### config.mk
export PLATFORM = sky130hd
export DESIGN_NAME = i2c_bitbang_byte_master
export DESIGN_NICKNAME = d
export VERILOG_FILES = /design/src/hw/rtl/i2cbb_pkg.sv /design/src/hw/rtl/i2cbb_front.sv /design/src/hw/rtl/i2cbb_engine.sv /design/src/hw/rtl/i2c_bitbang_byte_master.sv
export SDC_FILE = /design/constraint.sdc
export NUM_CORES = 1
export LEC_CHECK = 0
export BUFFER_PORTS_ARGS = -buffer_cell sky130_fd_sc_hd__buf_2
export CAP_MARGIN = 10
export CORE_MARGIN = 2
export CORE_UTILIZATION = 52
export CTS_CLUSTER_SIZE = 24
export DETAILED_ROUTE_END_ITERATION = 8
export PLACE_DENSITY = 0.71
export SLEW_MARGIN = 20
export SYNTH_ARGS = -nofsm -noshare
export SYNTH_HDL_FRONTEND = slang
export SYNTH_HIERARCHICAL = 1
export SYNTH_SLANG_ARGS = --single-unit
### constraint.sdc
create_clock -name clk_i -period 3.78 [get_ports clk_i]
set_clock_uncertainty 0.05 [all_clocks]
set_input_delay 0.378 -clock clk_i [delete_from_list [all_inputs] [get_ports clk_i]]
set_output_delay 0.378 -clock clk_i [all_outputs]
set_load 0.05 [all_outputs]
### src/hw/rtl/i2cbb_pkg.sv
`default_nettype none

package i2cbb_pkg;

  // Command codes carried in the func field
  localparam logic [2:0] CMD_NONE  = 3'd0;
  localparam logic [2:0] CMD_START = 3'd1;
  localparam logic [2:0] CMD_STOP  = 3'd2;
  localparam logic [2:0] CMD_WRITE = 3'd3;
  localparam logic [2:0] CMD_WACK  = 3'd4;
  localparam logic [2:0] CMD_READ  = 3'd5;

  // Configuration register indexes
  localparam logic CFG_TICKS = 1'b0;
  localparam logic CFG_POLL  = 1'b1;

  localparam int TPU_W   = 10;
  localparam int POLL_W  = 8;
  localparam int CFG_W   = 10;
  localparam int DELAY_W = 12;

  localparam logic [TPU_W-1:0]  TPU_RST  = 10'd16;
  localparam logic [POLL_W-1:0] POLL_RST = 8'd250;

  // Queue between the front and the engine
  localparam int QDEPTH = 2;
  localparam int QPTR_W = $clog2(QDEPTH);
  localparam int QCNT_W = $clog2(QDEPTH + 1);

  localparam int IN_DATA_W  = 16;
  localparam int IN_USER_W  = 3;
  localparam int OUT_DATA_W = 16;

  typedef struct packed {
    logic [2:0] cmd;
    logic [7:0] wbyte;
    logic       give_ack;
    logic       sda;
  } item_t;

endpackage

`default_nettype wire

### src/hw/rtl/i2cbb_front.sv
`default_nettype none

module i2cbb_front (
  input  wire                                clk_i,
  input  wire                                rst_ni,
  input  wire                                s_axis_tvalid,
  output logic                               s_axis_tready,
  input  wire  [i2cbb_pkg::IN_DATA_W-1:0]    s_axis_tdata,
  input  wire  [i2cbb_pkg::IN_USER_W-1:0]    s_axis_tuser,
  output logic                               q_valid_o,
  input  wire                                q_pop_i,
  output i2cbb_pkg::item_t                   q_item_o
);

  i2cbb_pkg::item_t                 mem_q [i2cbb_pkg::QDEPTH];
  i2cbb_pkg::item_t                 item_in;
  logic [i2cbb_pkg::QPTR_W-1:0]     wr_q, rd_q;
  logic [i2cbb_pkg::QCNT_W-1:0]     cnt_q;
  logic                             push, pop;

  // Classify the command: unknown codes behave as no command
  always_comb begin
    item_in.cmd      = (s_axis_tuser inside {[i2cbb_pkg::CMD_START:i2cbb_pkg::CMD_READ]})
                       ? s_axis_tuser : i2cbb_pkg::CMD_NONE;
    item_in.wbyte    = s_axis_tdata[7:0];
    item_in.give_ack = s_axis_tdata[8];
    item_in.sda      = s_axis_tdata[9];
  end

  assign s_axis_tready = (cnt_q != i2cbb_pkg::QCNT_W'(i2cbb_pkg::QDEPTH));
  assign push          = s_axis_tvalid && s_axis_tready;
  assign q_valid_o     = (cnt_q != '0);
  assign pop           = q_pop_i && q_valid_o;
  assign q_item_o      = mem_q[rd_q];

  always_ff @(posedge clk_i) begin
    if (push) begin
      mem_q[wr_q] <= item_in;
    end
  end

  always_ff @(posedge clk_i or negedge rst_ni) begin
    if (!rst_ni) begin
      wr_q  <= '0;
      rd_q  <= '0;
      cnt_q <= '0;
    end else begin
      if (push) begin
        wr_q <= (wr_q == i2cbb_pkg::QPTR_W'(i2cbb_pkg::QDEPTH - 1)) ? '0 : wr_q + 1'b1;
      end
      if (pop) begin
        rd_q <= (rd_q == i2cbb_pkg::QPTR_W'(i2cbb_pkg::QDEPTH - 1)) ? '0 : rd_q + 1'b1;
      end
      case ({push, pop})
        2'b10:   cnt_q <= cnt_q + 1'b1;
        2'b01:   cnt_q <= cnt_q - 1'b1;
        default: cnt_q <= cnt_q;
      endcase
    end
  end

endmodule

`default_nettype wire

### src/hw/rtl/i2cbb_engine.sv
`default_nettype none

module i2cbb_engine (
  input  wire                                 clk_i,
  input  wire                                 rst_ni,
  input  wire                                 cfg_we_i,
  input  wire                                 cfg_idx_i,
  input  wire  [i2cbb_pkg::CFG_W-1:0]         cfg_data_i,
  input  wire                                 q_valid_i,
  output logic                                q_pop_o,
  input  wire  i2cbb_pkg::item_t              q_item_i,
  output logic                                m_axis_tvalid,
  input  wire                                 m_axis_tready,
  output logic [i2cbb_pkg::OUT_DATA_W-1:0]    m_axis_tdata
);

  localparam logic [3:0] PH_IDLE    = 4'd0;
  localparam logic [3:0] PH_ST_A    = 4'd1;
  localparam logic [3:0] PH_ST_B    = 4'd2;
  localparam logic [3:0] PH_SP_A    = 4'd3;
  localparam logic [3:0] PH_SP_B    = 4'd4;
  localparam logic [3:0] PH_WA_A    = 4'd5;
  localparam logic [3:0] PH_WA_B    = 4'd6;
  localparam logic [3:0] PH_WA_POLL = 4'd7;
  localparam logic [3:0] PH_WB_A    = 4'd8;
  localparam logic [3:0] PH_WB_B    = 4'd9;
  localparam logic [3:0] PH_WB_C    = 4'd10;
  localparam logic [3:0] PH_RB_A    = 4'd11;
  localparam logic [3:0] PH_RB_B    = 4'd12;
  localparam logic [3:0] PH_RA_A    = 4'd13;
  localparam logic [3:0] PH_RA_B    = 4'd14;

  // Delay length as a shift of the unit: 1, 2 or 4 units
  localparam logic [1:0] U1 = 2'd0;
  localparam logic [1:0] U2 = 2'd1;
  localparam logic [1:0] U4 = 2'd2;

  logic [i2cbb_pkg::TPU_W-1:0]   tpu_q;
  logic [i2cbb_pkg::POLL_W-1:0]  limit_q;

  logic [3:0]                    phase_q, phase_d;
  logic [3:0]                    bit_q, bit_d;
  logic [7:0]                    shift_q, shift_d;
  logic [i2cbb_pkg::DELAY_W-1:0] delay_q, delay_d;
  logic [7:0]                    poll_q, poll_d;
  logic                          scl_q, scl_d, sda_q, sda_d, oe_q, oe_d;
  logic                          ack_q, ack_d, choice_q, choice_d;
  logic [7:0]                    rd_q, rd_d;
  logic                          done;
  logic [3:0]                    bit_inc;
  logic                          step;
  logic                          out_valid_q;
  logic [i2cbb_pkg::OUT_DATA_W-1:0] out_data_q;

  function automatic logic [i2cbb_pkg::DELAY_W-1:0] unit_delay(
    input logic [1:0]                  sh,
    input logic [i2cbb_pkg::TPU_W-1:0] tpu
  );
    logic [i2cbb_pkg::DELAY_W-1:0] t;
    t = (tpu == '0) ? i2cbb_pkg::DELAY_W'(1)
                    : {{(i2cbb_pkg::DELAY_W - i2cbb_pkg::TPU_W){1'b0}}, tpu};
    return (t << sh) - i2cbb_pkg::DELAY_W'(1);
  endfunction

  // Advance one tick whenever a queued beat is waiting and the output stage can take it
  assign step    = q_valid_i && (!out_valid_q || m_axis_tready);
  assign q_pop_o = step;
  assign bit_inc = bit_q + 4'd1;

  always_comb begin
    phase_d  = phase_q;
    bit_d    = bit_q;
    shift_d  = shift_q;
    delay_d  = delay_q;
    poll_d   = poll_q;
    scl_d    = scl_q;
    sda_d    = sda_q;
    oe_d     = oe_q;
    ack_d    = ack_q;
    choice_d = choice_q;
    rd_d     = rd_q;
    done     = 1'b0;

    if (phase_q == PH_IDLE) begin
      case (q_item_i.cmd)
        i2cbb_pkg::CMD_START: begin
          oe_d = 1'b1; sda_d = 1'b1; scl_d = 1'b1;
          phase_d = PH_ST_A; delay_d = unit_delay(U4, tpu_q);
        end
        i2cbb_pkg::CMD_STOP: begin
          oe_d = 1'b1; scl_d = 1'b0; sda_d = 1'b0;
          phase_d = PH_SP_A; delay_d = unit_delay(U4, tpu_q);
        end
        i2cbb_pkg::CMD_WRITE: begin
          oe_d = 1'b1; scl_d = 1'b0; bit_d = '0;
          sda_d = q_item_i.wbyte[7];
          shift_d = {q_item_i.wbyte[6:0], 1'b0};
          phase_d = PH_WB_A; delay_d = unit_delay(U2, tpu_q);
        end
        i2cbb_pkg::CMD_WACK: begin
          oe_d = 1'b0; sda_d = 1'b1;
          phase_d = PH_WA_A; delay_d = unit_delay(U1, tpu_q);
        end
        i2cbb_pkg::CMD_READ: begin
          oe_d = 1'b0; choice_d = q_item_i.give_ack;
          shift_d = '0; bit_d = '0; scl_d = 1'b0;
          phase_d = PH_RB_A; delay_d = unit_delay(U2, tpu_q);
        end
        default: ;
      endcase
    end else if (phase_q == PH_WA_POLL) begin
      if (!q_item_i.sda) begin
        scl_d = 1'b0; ack_d = 1'b0; done = 1'b1;
      end else if (poll_q >= limit_q) begin
        // Time out: flag it and release the bus with a stop
        ack_d = 1'b1;
        oe_d = 1'b1; scl_d = 1'b0; sda_d = 1'b0;
        phase_d = PH_SP_A; delay_d = unit_delay(U4, tpu_q);
      end else begin
        poll_d = poll_q + 8'd1;
      end
    end else if (delay_q != '0) begin
      delay_d = delay_q - i2cbb_pkg::DELAY_W'(1);
    end else begin
      case (phase_q)
        PH_ST_A: begin
          sda_d = 1'b0; phase_d = PH_ST_B; delay_d = unit_delay(U4, tpu_q);
        end
        PH_ST_B: begin
          scl_d = 1'b0; done = 1'b1;
        end
        PH_SP_A: begin
          scl_d = 1'b1; sda_d = 1'b1;
          phase_d = PH_SP_B; delay_d = unit_delay(U4, tpu_q);
        end
        PH_SP_B: done = 1'b1;
        PH_WA_A: begin
          scl_d = 1'b1; phase_d = PH_WA_B; delay_d = unit_delay(U1, tpu_q);
        end
        PH_WA_B: begin
          phase_d = PH_WA_POLL; poll_d = '0;
        end
        PH_WB_A: begin
          scl_d = 1'b1; phase_d = PH_WB_B; delay_d = unit_delay(U2, tpu_q);
        end
        PH_WB_B: begin
          scl_d = 1'b0; phase_d = PH_WB_C; delay_d = unit_delay(U2, tpu_q);
        end
        PH_WB_C: begin
          bit_d = bit_inc;
          if (bit_inc[3]) begin
            done = 1'b1;
          end else begin
            sda_d = shift_q[7];
            shift_d = {shift_q[6:0], 1'b0};
            phase_d = PH_WB_A; delay_d = unit_delay(U2, tpu_q);
          end
        end
        PH_RB_A: begin
          scl_d = 1'b1;
          shift_d = {shift_q[6:0], q_item_i.sda};
          phase_d = PH_RB_B; delay_d = unit_delay(U1, tpu_q);
        end
        PH_RB_B: begin
          bit_d = bit_inc; scl_d = 1'b0;
          if (bit_inc[3]) begin
            oe_d = 1'b1; sda_d = !choice_q;
            phase_d = PH_RA_A;
          end else begin
            phase_d = PH_RB_A;
          end
          delay_d = unit_delay(U2, tpu_q);
        end
        PH_RA_A: begin
          scl_d = 1'b1; phase_d = PH_RA_B; delay_d = unit_delay(U2, tpu_q);
        end
        PH_RA_B: begin
          scl_d = 1'b0; rd_d = shift_q; done = 1'b1;
        end
        default: done = 1'b1;
      endcase
    end

    if (done) begin
      phase_d = PH_IDLE;
      delay_d = '0;
    end
  end

  always_ff @(posedge clk_i or negedge rst_ni) begin
    if (!rst_ni) begin
      tpu_q       <= i2cbb_pkg::TPU_RST;
      limit_q     <= i2cbb_pkg::POLL_RST;
      phase_q     <= PH_IDLE;
      bit_q       <= '0;
      shift_q     <= '0;
      delay_q     <= '0;
      poll_q      <= '0;
      scl_q       <= 1'b1;
      sda_q       <= 1'b1;
      oe_q        <= 1'b1;
      ack_q       <= 1'b0;
      choice_q    <= 1'b0;
      rd_q        <= '0;
      out_valid_q <= 1'b0;
    end else begin
      if (cfg_we_i) begin
        case (cfg_idx_i)
          i2cbb_pkg::CFG_TICKS: tpu_q   <= cfg_data_i[i2cbb_pkg::TPU_W-1:0];
          i2cbb_pkg::CFG_POLL:  limit_q <= cfg_data_i[i2cbb_pkg::POLL_W-1:0];
          default: ;
        endcase
      end
      if (step) begin
        phase_q  <= phase_d;
        bit_q    <= bit_d;
        shift_q  <= shift_d;
        delay_q  <= delay_d;
        poll_q   <= poll_d;
        scl_q    <= scl_d;
        sda_q    <= sda_d;
        oe_q     <= oe_d;
        ack_q    <= ack_d;
        choice_q <= choice_d;
        rd_q     <= rd_d;
      end
      if (step) begin
        out_valid_q <= 1'b1;
      end else if (m_axis_tready) begin
        out_valid_q <= 1'b0;
      end
    end
  end

  always_ff @(posedge clk_i) begin
    if (step) begin
      out_data_q <= {2'b00, ack_d, rd_d, done, (phase_d != PH_IDLE), oe_d, sda_d, scl_d};
    end
  end

  assign m_axis_tvalid = out_valid_q;
  assign m_axis_tdata  = out_data_q;

`ifndef SYNTHESIS
  a_done_idle: assert property (@(posedge clk_i) disable iff (!rst_ni)
    step && done |=> phase_q == PH_IDLE)
    else $error("engine not idle after command end");

  a_idle_no_delay: assert property (@(posedge clk_i) disable iff (!rst_ni)
    phase_q == PH_IDLE |-> delay_q == '0)
    else $error("delay left running in idle");

  a_poll_released: assert property (@(posedge clk_i) disable iff (!rst_ni)
    phase_q == PH_WA_POLL |-> !oe_q && scl_q)
    else $error("ack poll with SDA driven or SCL low");

  a_out_hold: assert property (@(posedge clk_i) disable iff (!rst_ni)
    out_valid_q && !m_axis_tready |=> $stable(phase_q) && $stable(delay_q))
    else $error("engine advanced while result stalled");
`endif

endmodule

`default_nettype wire

### src/hw/rtl/i2c_bitbang_byte_master.sv
`default_nettype none

// Channel   Dir  Payload
// s_axis    in   tuser: func[2:0]; tdata: write_byte[7:0], give_ack[8], sda_level[9]
// m_axis    out  tdata: scl_level, sda_drive, sda_is_output, busy_res, cmd_done,
//                read_byte[12:5], ack_missing[13]
// cfg       in   cfg_idx_i 0 ticks_per_unit, 1 ack_poll_limit
//
// One beat in, one beat out, one beat per cycle sustained while m_axis is ready;
// the engine advances one tick per beat and a two-entry queue separates it from
// the input side. Each beat is queued, and its result is registered on output.
// Reset puts SCL and SDA high with SDA driven and the engine idle.
// A stall on m_axis holds the engine; the queue keeps taking beats until full.

module i2c_bitbang_byte_master (
  input  wire                                clk_i,
  input  wire                                rst_ni,
  input  wire                                cfg_we_i,
  input  wire                                cfg_idx_i,
  input  wire  [i2cbb_pkg::CFG_W-1:0]        cfg_data_i,
  input  wire                                s_axis_tvalid,
  output logic                               s_axis_tready,
  // func[2:0]
  input  wire  [i2cbb_pkg::IN_USER_W-1:0]    s_axis_tuser,
  // write_byte[7:0], give_ack[8], sda_level[9], zero fill
  input  wire  [i2cbb_pkg::IN_DATA_W-1:0]    s_axis_tdata,
  output logic                               m_axis_tvalid,
  input  wire                                m_axis_tready,
  // scl_level[0], sda_drive[1], sda_is_output[2], busy_res[3], cmd_done[4],
  // read_byte[12:5], ack_missing[13], zero fill
  output logic [i2cbb_pkg::OUT_DATA_W-1:0]   m_axis_tdata
);

  logic             q_valid;
  logic             q_pop;
  i2cbb_pkg::item_t q_item;

  i2cbb_front u_front (
    .clk_i         (clk_i),
    .rst_ni        (rst_ni),
    .s_axis_tvalid (s_axis_tvalid),
    .s_axis_tready (s_axis_tready),
    .s_axis_tdata  (s_axis_tdata),
    .s_axis_tuser  (s_axis_tuser),
    .q_valid_o     (q_valid),
    .q_pop_i       (q_pop),
    .q_item_o      (q_item)
  );

  i2cbb_engine u_engine (
    .clk_i         (clk_i),
    .rst_ni        (rst_ni),
    .cfg_we_i      (cfg_we_i),
    .cfg_idx_i     (cfg_idx_i),
    .cfg_data_i    (cfg_data_i),
    .q_valid_i     (q_valid),
    .q_pop_o       (q_pop),
    .q_item_i      (q_item),
    .m_axis_tvalid (m_axis_tvalid),
    .m_axis_tready (m_axis_tready),
    .m_axis_tdata  (m_axis_tdata)
  );

endmodule

`default_nettype wire

Yosys cells after proc, flatten, opt, wreduce, memory -nomap -nowiden
Memories as Yosys holds them, arrays and structs flattened.
Cells that the tools add are included.
{"block": "word_totals", "register_bits": 86, "mem_bits_rw": 26, "out_inout_bits": 18, "n_memories": 1, "elab_cells": 187, "inputBits": 35}
{"block": "op_classes", "n_reduce_logical": 38, "mux": 82, "n_lt_le_gt_ge": 3, "n_bitwise": 2, "addsub": 10, "eq_ne": 33}
{"name": "u_front.mem_q", "words": 2, "word_bits": 13, "read_ports": 1, "rd_clocked_by_memory_dff": 0, "write_ports": 1, "line": "i2cbb_front.sv:15", "rtl": "i2cbb_pkg::item_t mem_q [i2cbb_pkg::QDEPTH];"}
{"operator": "$mux W8", "n": 13}
{"operator": "$mux W12", "n": 7}
{"operator": "$mux W4", "n": 12}
{"operator": "$pmux W12 S4", "n": 1}
{"operator": "$sub A12 B1 Y12 const B", "n": 4}
{"operator": "$pmux W4 S10", "n": 1}
{"operator": "$pmux W12 S3", "n": 1}
{"operator": "$mux W1", "n": 34}
{"operator": "$pmux W8 S2", "n": 2}
{"operator": "$eq A4 B4 Y1 const B", "n": 7}
{"operator": "$pmux W4 S5", "n": 1}
{"operator": "$reduce_and A6 Y1", "n": 3}
{"operator": "$reduce_or A2 Y1", "n": 7}
{"operator": "$eq A4 B3 Y1 const B", "n": 3}
{"operator": "$reduce_bool A12 Y1", "n": 1}
{"operator": "$logic_not A10 Y1", "n": 1}
{"operator": "$mux W10", "n": 1}
{"operator": "$reduce_bool A2 Y1", "n": 5}
{"operator": "$reduce_or A9 Y1", "n": 1}
{"operator": "$add A8 B1 Y8 const B", "n": 1}
{"operator": "$eq A4 B2 Y1 const B", "n": 2}
{"operator": "$ge A8 B8 Y1", "n": 1}
{"operator": "$ne A2 B1 Y1 const B", "n": 4}
{"operator": "$pmux W1 S2", "n": 4}
{"operator": "36 further kinds", "n": 51}

Logic depth before layout (Yosys ltp)
{"block": "logic_depth", "ltp_word": 9, "mapped_depth": 11, "mapped_depth_nobuf": 10}

Modules after synthesis
Netlist, hierarchy kept.
{"module": "i2cbb_engine", "n_inst": 1, "area_per_inst_um2": 5245.0, "cells_each": 572, "seq_area_each_um2": 2134.5}
{"module": "i2cbb_front", "n_inst": 1, "area_per_inst_um2": 1149.9, "cells_each": 60, "seq_area_each_um2": 880.8}

Least setup slack after synthesis
OpenSTA, ideal clock, no wires.
{"block": "synth_path", "path_kind": "reg2reg", "startpoint": "register u_engine/delay_q[0] (netlist name)", "endpoint": "register u_engine.poll_q[7]", "synth_period_minus_slack_ns": 3.227, "t_arrival_ns": 3.100, "setup_ns": 0.078, "path_stages_with_launch": 11, "t_required_ns": 3.652, "path_slack_ns": 0.553, "n_path_buf": 2, "path_cell_list": "dfrtp_1 inv_1 ha_1 or3b_1 or4_1 buf_2 or4_4 a21o_1 buf_6 or4_1 a21oi_1"}
{"block": "synth_via", "elab_chain_cells": 3}
{"item": "start: declaration", "line": "i2cbb_engine.sv:44", "rtl": "logic [i2cbb_pkg::DELAY_W-1:0] delay_q, delay_d;"}
{"item": "start signal: assignment", "line": "i2cbb_engine.sv:218", "rtl": "delay_q <= delay_d;"}
{"item": "$reduce_bool A12 Y1", "line": "i2cbb_engine.sv:122", "rtl": "end else if (delay_q != '0) begin"}
{"item": "$ne A2 B1 Y1 (no line)"}
{"item": "$reduce_and A6 Y1 (no line)"}
{"item": "end signal: assignment", "line": "i2cbb_engine.sv:219", "rtl": "poll_q <= poll_d;"}
{"item": "end: declaration", "line": "i2cbb_engine.sv:45", "rtl": "logic [7:0] poll_q, poll_d;"}
No other way between the ends.
A chain may end at the register's enable or synchronous reset.

Worst setup path in the final report
{"block": "layout_path", "startpoint": "register u_engine/delay_q[0] (netlist name)", "endpoint": "register u_engine/delay_q[1] (netlist name)"}
{"block": "layout_via", "elab_chain_cells": 6, "word_cells_on_any_way": 15, "cone_classes": "1 x add/sub; 4 x eq/ne; 7 x mux; 3 x reduce/logical"}
{"item": "branches (longest 6 deep; another with $sub A12 B1 Y12)"}
Parallel ways; which one is timed is not known.

==> flow_metrics.tcl <==
set metrics [dict create \
    run_status "complete, no violations" \
    clock_insertion_delay_worst_skew_ns 0.36 \
    cts-root-to-sink-buffers 2 \
    layout-drive-gt1-share 0.238 \
    place_inst 811 \
    p_leak_nw 2.90 \
    synth-seq-cells 112 \
    area_growth_syn_to_layout_pct 11.3 \
    timing.max_slew.rel_slack 0.280 \
    ys_async_sr_fraction 0.643 \
    post-synth-top-area-fraction 0.243 \
    synthesis.area_um2 6390 \
    cts_tree "done" \
    detail_route.iter0.violations 397 \
    sum_of_routed_wire_length_over_all_layers_mm 15.4 \
    routedWlPerCell_um 18.6 \
    ctsResizeCount 0 \
    clk_transition_reported_paths_ns 0.07 \
    max-vdd-ir-drop_v 0.000569 \
    place_congestion 0.923 \
    fmaxAchievable_mhz 292 \
    die_h_um 115 \
    yosys_most_used_dff "sky130_fd_sc_hd__dfrtp_1" \
    dieArea_um2 13200 \
    pin_count_of_the_biggest_net_entering_global_routing 38 \
    powerDensity_nw_per_um2 758 \
    vias_per_cell 6.24 \
    worstPathMaxFanout 12 \
    worst_setup_path_startpoint "u_engine/delay_q[0]" \
    critical_path_required_ns 3.98 \
    post_synth.cell_area_avg_um2 10.1 \
    finalCoreUtilization 0.593 \
    detailed_route_drc_error_count 0 \
    drt_pre_antenna_iters 5 \
    use_met1 0.326 \
    layout.cells.non_filler 827 \
    synth_cell_types 66 \
    grt-busiest-layer "met2" \
    synth_area_leaders "sky130_fd_sc_hd__dfrtp_1 24%, sky130_fd_sc_hd__edfxtp_1 19%, sky130_fd_sc_hd__mux2_2 11%, sky130_fd_sc_hd__dfstp_2 4.1%, sky130_fd_sc_hd__a21oi_1 3.5%" \
    seq_area_frac_synth 0.472 \
    antenna_found_initial 0 \
    cts_hold_buf 0 \
    synth_area_leader_cell "sky130_fd_sc_hd__dfrtp_1" \
    setup_fix_bufs_post_cts 0 \
    grt_overflow 0 \
    netlist_top_cells_count "62 x sky130_fd_sc_hd__dfrtp_1, 62 x sky130_fd_sc_hd__mux2_2, 54 x sky130_fd_sc_hd__nor2_1, 45 x sky130_fd_sc_hd__a21oi_1, 43 x sky130_fd_sc_hd__nand2_1" \
    routed-via-count 5157 \
    pre_cts_slack_ns 0.374 \
    report.final.slew_viol_count 0 \
    hpwlAfterDp_mm 11.1 \
    row_count 40 \
    post-layout-total-power_mw 5.39 \
    initial_utilization 0.532 \
    tightest_slew_ns 1.08 \
    setup_tns_ns 0 \
    critical_path.endpoint_type "flop" \
    grt_pass1_vias 5150 \
    critPathArrivalTime_ns 3.62 \
    chipWidth_um 115 \
    synth-edff-count 40 \
    global_route_wire_length_before_repair_mm 25.7 \
    global_route.usage.total 0.248 \
    holdCritPathClass "in2async" \
    cts.htree.levels 3 \
    final-setup-viol-count 0 \
    cts_inserted_buffers 9 \
    critPathKind "reg2reg" \
    final.min_clock_period_ns 3.42 \
    grt_setup_unrepaired "no" \
    hold_violations 0 \
    core_area_um2 12000 \
    ant_nets 0 \
    postLayoutSetupSlackWorst_ns 0.357 \
    number_of_instances_in_the_synthesized_netlist 632 \
    design.portCount 53 \
    yosysWarnings 6 \
    numClockSinks 112 \
    final_net_count 723 \
    cts.root.buffer_cell "sky130_fd_sc_hd__clkbuf_16" \
    rr_startpoint "u_engine/delay_q[0]" \
    maxCapViolations 0 \
    global_routing_met3_resource_utilization 0.0675 \
    buffer_ports.inserted 44 \
    startpoint_type "flop" \
    min_period_over_period 0.906 \
    global_route.usage.met2 0.400 \
    n_antenna_cell 0 \
]
-- flip-flops by register name, indices dropped and copies added (netlist names) --
| name | cells |
|---|---|
| u_front/mem_q | 26 |
| u_engine/m_axis_tdata | 14 |
| u_engine/delay_q | 12 |
| u_engine/tpu_q | 10 |
| u_engine/limit_q | 8 |
| u_engine/poll_q | 8 |
| u_engine/rd_q | 8 |
| u_engine/shift_q | 8 |
| u_engine/bit_q | 4 |
| u_engine/phase_q | 4 |
| u_front/cnt_q | 2 |
| u_engine/ack_q | 1 |
| u_engine/choice_q | 1 |
| u_engine/m_axis_tvalid | 1 |
| u_engine/oe_q | 1 |
| u_engine/scl_q | 1 |
| u_engine/sda_q | 1 |
| u_front/rd_q | 1 |
| u_front/wr_q | 1 |
-- cell usage in the layout, fill, tap and decap left out, types with 5 or more instances in the layout --
cell type	n
sky130_fd_sc_hd__ha_1	13
sky130_fd_sc_hd__a21oi_1	45
sky130_fd_sc_hd__o221ai_1	6
sky130_fd_sc_hd__xnor2_1	12
sky130_fd_sc_hd__o211ai_1	7
sky130_fd_sc_hd__nor2b_1	5
sky130_fd_sc_hd__o22ai_1	20
sky130_fd_sc_hd__or3_1	7
sky130_fd_sc_hd__nor4_1	5
sky130_fd_sc_hd__nand3_1	18
sky130_fd_sc_hd__mux2_2	62
sky130_fd_sc_hd__clkbuf_16	9
sky130_fd_sc_hd__buf_2	44
sky130_fd_sc_hd__dfstp_2	10
sky130_fd_sc_hd__o31ai_1	10
sky130_fd_sc_hd__o21ai_0	27
sky130_fd_sc_hd__nand2b_1	12
sky130_fd_sc_hd__a22oi_1	10
sky130_fd_sc_hd__nor2_1	54
sky130_fd_sc_hd__a21boi_0	5
sky130_fd_sc_hd__buf_4	23
sky130_fd_sc_hd__and2_1	5
sky130_fd_sc_hd__nor3_1	12
sky130_fd_sc_hd__dfrtp_1	62
sky130_fd_sc_hd__a211oi_1	6
sky130_fd_sc_hd__inv_1	27
sky130_fd_sc_hd__xor2_1	10
sky130_fd_sc_hd__edfxtp_1	40
sky130_fd_sc_hd__mux2i_1	5
sky130_fd_sc_hd__nand2_1	43
-- layout make-up --
cell class | instances | area, um^2
Fill cell | 1026 | 4890
Multi-Input combinational cell | 458 | 3130
Sequential cell | 112 | 3020
Clock buffer | 10 | 229
Tap cell | 147 | 184
Timing Repair Buffer | 67 | 393
Clock inverter | 6 | 63.8
Inverter | 27 | 101
-- worst paths after layout --
path / to / slack (ns) / cells after the start
max: u_engine/delay_q[1] / 0.36 / 11
min: u_engine/delay_q[11] / 0.09 / 1
max reg2reg: u_engine/delay_q[1] / 0.36 / 11
min reg2reg: u_front/wr_q / 0.45 / 1
max in group asynchronous: u_engine/tpu_q[4] / 2.56 / 2
min in group clk_i: u_front/mem_q[1][8] / 0.15 / 1
-- stage by stage --
stage / cell area, um^2 / hold slack, ns
after floorplan: 6400 / 0.0324
after global placement: 6830 / 0.425
after detailed placement: 6830 / 0.433
after CTS: 7120 / 0.119
after global routing: 7120 / 0.148
final: 7120 / 0.0864
-- power breakdown --
| part | leakage, nW | total (mW) | internal (mW) | switching [mW] |
|---|---|---|---|---|
| clock network | 0.139 | 0.932 | 0.465 | 0.467 |
| logic | 1.49 | 2.50 | 0.951 | 1.55 |
| registers | 1.27 | 1.96 | 1.64 | 0.316 |
| total | 2.90 | 5.39 | 3.06 | 2.33 |
-- layer usage --
metal | vias up | share of wire
met2 | 225 | 0.48
met3 | 36 | 0.072
met4 | 0 | 0.022
met1 | 2474 | 0.42
met5 | - | 0
li1 | 2422 | -
-- kinds of logic (layout without fill, tap and decap cells) --
group                    after synthesis  count (layout)  share of synthesized area
buffers and inverters                 63             110                     0.0403
AND/OR/NAND/NOR                      185             185                      0.144
XOR/XNOR                              22              22                     0.0301
flip-flops                           112             112                      0.472
multiplexers                          67              67                      0.117
other                                  1               2                   0.000586
adder cells (fa/ha/maj)               13              13                     0.0254
AO/OA/AOI/OAI                        169             169                      0.171
-- critical path: stages, from the launching register on --
cell and delay (ns):
sky130_fd_sc_hd__dfrtp_1 0.41, sky130_fd_sc_hd__inv_1 0.09, sky130_fd_sc_hd__ha_1 0.18, sky130_fd_sc_hd__or3b_1 0.44, sky130_fd_sc_hd__nor4_1 0.51, sky130_fd_sc_hd__buf_4 0.28
sky130_fd_sc_hd__nand2_1 0.11, sky130_fd_sc_hd__a21boi_0 0.21, sky130_fd_sc_hd__a2bb2oi_1 0.39, sky130_fd_sc_hd__o211ai_1 0.16, sky130_fd_sc_hd__buf_4 0.21, sky130_fd_sc_hd__mux2_2 0.29
Power figures use the tool's default switching activity.
